## config.mk

```make
export PLATFORM = sky130hd
export DESIGN_NAME = fpi2d_ram
export DESIGN_NICKNAME = d
export VERILOG_FILES = /design/src/fpi2d_ram.sv
export SDC_FILE = /design/constraint.sdc
export NUM_CORES = 1
export LEC_CHECK = 0
export BUFFER_PORTS_ARGS = -buffer_cell sky130_fd_sc_hd__clkbuf_2
export CAP_MARGIN = 40
export CORE_MARGIN = 10
export CORE_UTILIZATION = 60
export CTS_CLUSTER_DIAMETER = 120
export CTS_CLUSTER_SIZE = 20
export DETAILED_ROUTE_END_ITERATION = 16
export PLACE_DENSITY = 0.74
export REMOVE_ABC_BUFFERS = 1
export SLEW_MARGIN = 5
export SYNTH_ARGS = -nofsm -noshare
export SYNTH_HDL_FRONTEND = slang
export SYNTH_SLANG_ARGS = --single-unit
```

## constraint.sdc

```tcl
create_clock -name clk -period 1.99 [get_ports clk]
set_input_delay 0.0995 -clock clk [delete_from_list [all_inputs] [get_ports clk]]
set_output_delay 0.0995 -clock clk [all_outputs]
set_load 0.01 [all_outputs]
```

## src/fpi2d_ram.sv

```systemverilog
// Generic single-port-write, single-read RAM with registered read data.
module fpi2d_ram #(
  parameter int Width = 8,
  parameter int Depth = 16
) (
  input  logic                     clk,
  input  logic                     wr_en,
  input  logic [$clog2(Depth)-1:0] wr_addr,
  input  logic [Width-1:0]         wr_data,
  input  logic [$clog2(Depth)-1:0] rd_addr,
  output logic [Width-1:0]         rd_data
);

  logic [Width-1:0] mem [Depth];

  always_ff @(posedge clk) begin
    if (wr_en) mem[wr_addr] <= wr_data;
    rd_data <= mem[rd_addr];
  end

endmodule

```

* Yosys cells after proc, flatten, opt, wreduce, memory -nomap -nowiden
Memories as Yosys holds them, arrays and structs flattened. A register that Yosys moved wholly into a read port is not among the register bits. Cells that the tools add are included. Widths: inputs -> output; s select.
Word-level totals: bits in latches 0, ROM bits 0, memories 1, input bits 18, RAM bits 128, output and inout port bits 8, register bits 0
Memories:
- mem | words 16, bits a word 8, read ports 1, clocked after memory_dff 1, wr ports 1, RTL line 14 | logic [Width-1:0] mem [Depth];
Operators by class: bitwise logic cells 0, muxes and demuxes 2, divide/modulo/power cells 0, shift-type cells 0, reductions and logical operators 0, $lt $le $gt $ge 0, equal/unequal tests 0, multiply operators 0, add/sub/neg operators 0
Operators by type and width (count):
- $mux 1 | 2

* Logic depth before layout (Yosys ltp)
Gate-level depths: netlist of run 1.
depth after elaboration 2, mapped depth 5, gate-level depth less buffers 3

* Worst setup path before layout of run 1
Ideal clock, no wire load.
path type in2reg, from input port wr_addr[2], to memory mem[0][0], enable pin, required time 1.607 ns, cell stages on the path 2, library setup time 0.383 ns, data arrival time 1.209 ns, setup slack 0.398 ns, cell sequence or3b_2 -> nor3_1
RTL lines:
- start: declaration | RTL line 8 | input logic [$clog2(Depth)-1:0] wr_addr,
- end: declaration | RTL line 14
Straight into the memory's write port.

==> results.yml, run 1 <==
run_status:
  outcome: "finished, final reports clean"
clock_tree:
  insertion_delay_ns: 0.52
  clk_pin_slew_worst_paths_ns: 0.06
  cts_buffers: 17
  tritoncts: "yes"
  root_buffer: "clkbuf_8"
  ctsHtreeMaxLevel: 4
  clockBufferDepth: 2
  ctsResizeCount: 0
  cts.sinks: 136
cells_and_area:
  n_antenna_cell: 0
  area_delta_synth_final_pct: 18.6
  drive_gt1_share_pct: 31.5
  nNetsFinal: 303
  n_fill_cell: 463
  layoutNonFillerInstCount: 403
detailed_routing:
  ant_nets: 0
  wl_per_cell_um: 23.4
  via_count: 2435
  drt_wl_total_mm: 9.43
  drt_iter0_drc: 216
  viasPerCell: 6.04
  dr.pass1.iters: 4
  drc: 0
critical_path:
  critPathLaunchType: "flop"
  critPathSlowestCell: "mux4_1"
  critPathBufInv: 0
  cp_slowest_stage_delay_ns: 0.51
  cp.required_ns: 2.39
  path_max_fanout: 1
  critPathCaptureType: "flop"
  critical_path_class: "flop to flop"
  cp_cell_sequence: "mux4_1 > a22oi_1 > nand2_1"
  critical-path-top-delay-family: "multiplexers"
  arrival_ns: 1.81
pwr:
  sw_frac_of_total_pct: 20.4
  seq_power_share_pct: 49.0
  switchingPower_w: 0.00134
  clockPowerShare_pct: 46.5
  comb_power_share_pct: 4.5
  p_total_w: 0.00659
  irDropWorstVdd_v: 0.000695
  leakagePower_nw: 2.10
  p_int_w: 0.00524
  pwr_density_cell_nw_per_um2: 1080
placed_design:
  place_congestion: 0.721
  dp_hpwl_mm: 5.72
  dp_cells: 368
  dpl_worst_slack_ns: 0.384
  port_buffers: 25
grt:
  first_global_vias: 2663
  track_usage_pct: 16.1
  grt_pass1_wl_mm: 15.1
  grt_start_max_net_pins: 33
  grt-ovfl-total: 0
  grt_antenna_before_repair: 0
floorplan:
  top_level_ports: 26
  die_x_um: 113
  die_h_um: 113
  rows: 33
  coreArea_um2: 8300
  die-area_um2: 12700
  initial_core_util_pct: 62.0
sta:
  hold_viol_final: 0
  timing.final.crit_period_ns: 1.41
  finalMaxSlewViolations: 0
  tightest_slew_ns: 0.695
  fin_setup_tns_ns: 0
  clock.fmax_mhz: 711
  relSlewSlack_pct: 53.5
  setup_viol: 0
  rsz0062_at_grt: "false"
  setup_slack_ns: 0.583
  fin_crit_sh_pct: 70.7
  fin_worst_skew_ns: 0.00598
  holdWs_ns: 0.0230
synthesis:
  synthCells: 229
  ys_ff_latch: 136
  yosys_warnings: 0
  yosysTopAreaCell: "edfxtp_1"
  syn_area_um2: 5150
  ys_types: 19
  yosysSeqAreaShare_pct: 77.8
  syn_area_per_cell_um2: 22.5
  synth_area_leaders: "edfxtp_1 75%, mux4_2 7.9%, mux4_1 7.1%"
  synth_top_area_share_pct: 74.7
hold_path:
  worstHoldPathType: "input pin to flop"
run:
  maxCapViolations: 0
-- repair_timing --
item / CTS / global route
endpoints found under the hold margin: 48 / 0
hold buffers: 3 / 0
buffers inserted: 0 / 0
setup endpoints to repair: 0 / 0
-- per-stage QoR --
step                      util, %  cell area (um2)
after CTS                    73.6             6100
final                        73.6             6100
after detailed placement     66.1             5490
after floorplan                 -             5060
after global placement       66.1             5490
after global routing         73.6             6100
-- final timing paths --
check | start | endpoint | slack (ns) | cells past startpoint
setup / recovery | mem[2][0]$_DFFE_PP_ | rd_data[0]$_DFF_P_ | 0.58 | 3
hold / removal | wr_data[5] | mem[8][5]$_DFFE_PP_ | 0.02 | 1
setup reg to reg | mem[2][0]$_DFFE_PP_ | rd_data[0]$_DFF_P_ | 0.58 | 3
hold reg to reg | mem[11][5]$_DFFE_PP_ | rd_data[5]$_DFF_P_ | 0.68 | 3
-- cells in the mapped netlist --
master / instances
edfxtp_1: 128
and2b_1: 1
nand2b_1: 2
and2_1: 1
or3b_2: 1
nand3b_1: 2
clkdlybuf4s25_2: 3
mux4_2: 18
buf_2: 3
nor2b_1: 1
nand3_1: 1
nor2_1: 13
buf_6: 3
nand2_1: 9
dfxtp_1: 8
mux4_1: 14
nor3_1: 4
a22oi_1: 16
buf_4: 1
-- power groups by stage --
| stage | Sequential, W | Combinational, W | Clock [W] |
|---|---|---|---|
| floorplan | 0.00328 | 0.000128 | 0 |
| global placement | 0.00328 | 0.000294 | 0 |
| detailed placement | 0.00328 | 0.000298 | 0 |
| CTS | 0.00323 | 0.000305 | 0.00311 |
| global route | 0.00323 | 0.000331 | 0.00324 |
| finish | 0.00323 | 0.000300 | 0.00306 |
-- cells in the final DEF (no fill, tap or decap), types with 2 or more instances in the layout --
cell type,netlist,final
a22oi_1,16,16
buf_12,0,2
buf_4,1,17
bufinv_16,0,3
clkbuf_16,0,16
clkbuf_2,0,25
clkinv_2,0,3
clkinv_4,0,2
clkinvlp_4,0,3
dfxtp_1,8,8
dlygate4sd3_1,0,3
edfxtp_1,128,128
inv_6,0,3
mux4_1,14,14
mux4_2,18,18
nand2_1,9,9
nand2b_1,2,2
nand3b_1,2,2
nor2_1,13,13
nor3_1,4,4
-- sequential cells by signal, indices dropped and copies added (netlist names) --
name / count
mem: 128
rd_data: 8
-- final cells by class --
class                   instances  area, um2  share of cell area, %
repair buffers                 47        323                   5.29
flip-flops and latches        136       4000                   65.6
clock inverters                15        175                   2.87
clock buffers                  17        414                   6.78
multi-input cells              83       1060                   17.3
well taps                     105        131                   2.15
-- cell families (layout without fill, tap and decap cells) --
family          count (synthesis)  after routing  synth area share (%)
compound gates                 16             16                  2.33
buf+inv                        10             79                  1.68
mux                            32             32                  15.0
flops                         136            136                  77.8
simple gates                   35             35                  3.18
-- worst reg2reg max path: cells and delay by family, from the launching register on --
family / cells / cell delay (ns)
muxes: 1 / 0.51
DFF: 1 / 0.38
AOI/OAI and AO/OA: 1 / 0.31
and+or+nand+nor: 1 / 0.09
-- layer usage --
metal  wire length, um  vias to the layer above  track usage, %
li1                  -                     1084               -
met4               210                        0            7.95
met3               771                       19            4.58
met5                 0                        -               0
met2              4620                       95            23.9
met1              3830                     1237            21.5
Power figures use the tool's default switching activity.
==> run 2, diff against run 1 <==
clock period = 1.4 ns   (was 1.99 ns; I/O delays follow)
==> run 2 against run 1 <==
Effect of this change: largest power group unchanged; routed wire length rose by 1.2%; largest cell class unchanged; clock power increased by 49%; worst hold slack worse by 0.0070 ns; first-iteration DRC count decreased by 25%; highest routed layer unchanged; clock skew up 0.00063 ns; sequential power increased by 42%; critical path depth stayed put; combinational power rose by 51%.
==> results.yml, run 2 (synthesis gave the netlist of run 1 again) <==
placed_design:
  dpl_worst_slack_ns: -0.0991
  dpl_cell_area_um2: 5540
  place_congestion: 0.715
  dp_cells: 373
  dp_hpwl_mm: 5.91
  port_buffers: 25
critical_path:
  cp_slowest_stage_delay_ns: 0.53
  critPathSlowestCell: "mux4_1"
  worst-path-stages: 3
  critPathBufInv: 0
  cp.required_ns: 1.80
  cp_cell_sequence: "mux4_1 > a22oi_2 > nand2_1"
  arrival_ns: 1.73
  critPathLaunchType: "flop"
  reg2reg_depth: 3
  critical_path_class: "flop to flop"
  path_max_fanout: 1
  critical-path-top-delay-family: "multiplexers"
  critPathCaptureType: "flop"
sta:
  hold_viol_final: 0
  fin_crit_sh_pct: 94.7
  relSlewSlack_pct: 53.4
  setup_slack_ns: 0.0749
  timing.final.crit_period_ns: 1.33
  setup_viol: 0
  tightest_slew_ns: 0.697
  fin_worst_skew_ns: 0.00661
  clock.fmax_mhz: 755
  rsz0062_at_grt: "false"
  finalMaxSlewViolations: 0
clock_tree:
  clockBufferDepth: 2
  ctsHtreeMaxLevel: 4
  clk_pin_slew_worst_paths_ns: 0.06
  cts.sinks: 136
  post_cts_buffers: 0
  tritoncts: "yes"
  root_buffer: "clkbuf_8"
  cts_buffers: 17
  insertion_delay_ns: 0.52
floorplan:
  die_x_um: 113
  initial_core_util_pct: 62.0
  rows: 33
  die_h_um: 113
  die-area_um2: 12700
  coreArea_um2: 8300
  top_level_ports: 26
pwr:
  comb_power_share_pct: 4.7
  pwr_density_cell_nw_per_um2: 1540
  irDropWorstVdd_v: 0.00107
  p_int_w: 0.00766
  clockPowerShare_pct: 47.5
  leakagePower_nw: 2.15
  switchingPower_w: 0.00193
  seq_power_share_pct: 47.8
  sw_frac_of_total_pct: 20.1
detailed_routing:
  wl_per_cell_um: 23.2
  viasPerCell: 6.04
  ant_nets: 0
  drt_wl_total_mm: 9.54
  dr.pass1.iters: 4
  via_count: 2489
  drc: 0
  drt_iter0_drc: 161
cells_and_area:
  finalInstanceArea_um2: 6230
  drive_gt1_share_pct: 32.6
  ff_latch_area_um2: 4000
  n_fill_cell: 445
  area_delta_synth_final_pct: 21.1
  multi_input_area_um2: 1070
  final_common_cell: "edfxtp_1"
  layoutNonFillerInstCount: 412
  mostFrequentLayoutCells: "128 x edfxtp_1, 25 x clkbuf_2, 21 x buf_4, 18 x mux4_2, 16 x clkbuf_16"
  top_register: "mem"
  largestRegisters: "mem x128, rd_data x8"
  n_antenna_cell: 0
  nNetsFinal: 312
  largest_reg_flops: 128
grt:
  grt_pass1_wl_mm: 14.9
  grt-ovfl-total: 0
  grt_start_max_net_pins: 33
  track_usage_pct: 15.9
  grt_antenna_before_repair: 0
  first_global_vias: 2649
run:
  maxCapViolations: 0
run_status:
  outcome: "finished, final reports clean"
hold_path:
  worstHoldPathType: "input pin to flop"
  whs_path_depth: 1
## run 2: changes by cell type in the layout (fill, tap and decap cells not counted), sizes merged
cell,change
buf,+5
bufinv,+1
clkbuf,+1
clkinv,-2
clkinvlp,+1
dlygate4sd3,+4
inv,-1
## run 2: per-stage QoR
stage          power [W]  TNS (ns)  util [%]  hold slack (ns)
5_1_grt          0.00986         0      75.1           0.0142
3_5_place_dp     0.00511    -0.505      66.7            0.460
2_1_floorplan    0.00485     -1.30         -            0.169
6_report         0.00959         0      75.1           0.0160
3_3_place_gp     0.00509    -0.299      66.7            0.463
4_1_cts          0.00964         0      75.0          0.00738
## run 2: layout make-up
type / count / area share, %
clock inverters: 14 / 3.17
repair buffers: 56 / 6.63
multi-input cells: 83 / 17.1
flip-flops and latches: 136 / 64.3
well taps: 105 / 2.11
clock buffers: 18 / 6.71
## run 2: routing by layer
metal	track usage [%]	up-vias	share of wire (%)	wire length (um)
met5	0	-	0	0
met4	6.18	0	1.6	151
met3	6.18	12	5.9	563
met2	24.5	69	49	4710
met1	19.8	1304	43	4110
li1	-	1104	-	-
## run 2: timing repair
action                                  in CTS  in global routing
hold buffers                                 7                  0
gates resized for setup                      0                  2
endpoints found under the hold margin      104                  0
endpoints found under the setup margin       0                  2
## run 2: power by group through the flow
stage                     sequential, W  combinational [W]  clock (W)
after floorplan                 0.00467           0.000182          0
after global placement          0.00466           0.000429          0
after detailed placement        0.00467           0.000440          0
after CTS                       0.00458           0.000457    0.00460
after global routing            0.00459           0.000494    0.00478
final                           0.00458           0.000453    0.00455
## run 2: worst paths after layout
check | startpoint | end | slack, ns
setup / recovery | mem[1][3]$_DFFE_PP_ | rd_data[3]$_DFF_P_ | 0.07
hold / removal | wr_data[7] | mem[1][7]$_DFFE_PP_ | 0.02
setup reg to reg | mem[1][3]$_DFFE_PP_ | rd_data[3]$_DFF_P_ | 0.07
hold reg to reg | mem[7][0]$_DFFE_PP_ | rd_data[0]$_DFF_P_ | 0.67
## run 2: worst reg2reg max path, cell delays in order, from the launching register on
cell and delay (ns):
edfxtp_1 0.37, mux4_1 0.53, a22oi_2 0.24, nand2_1 0.07
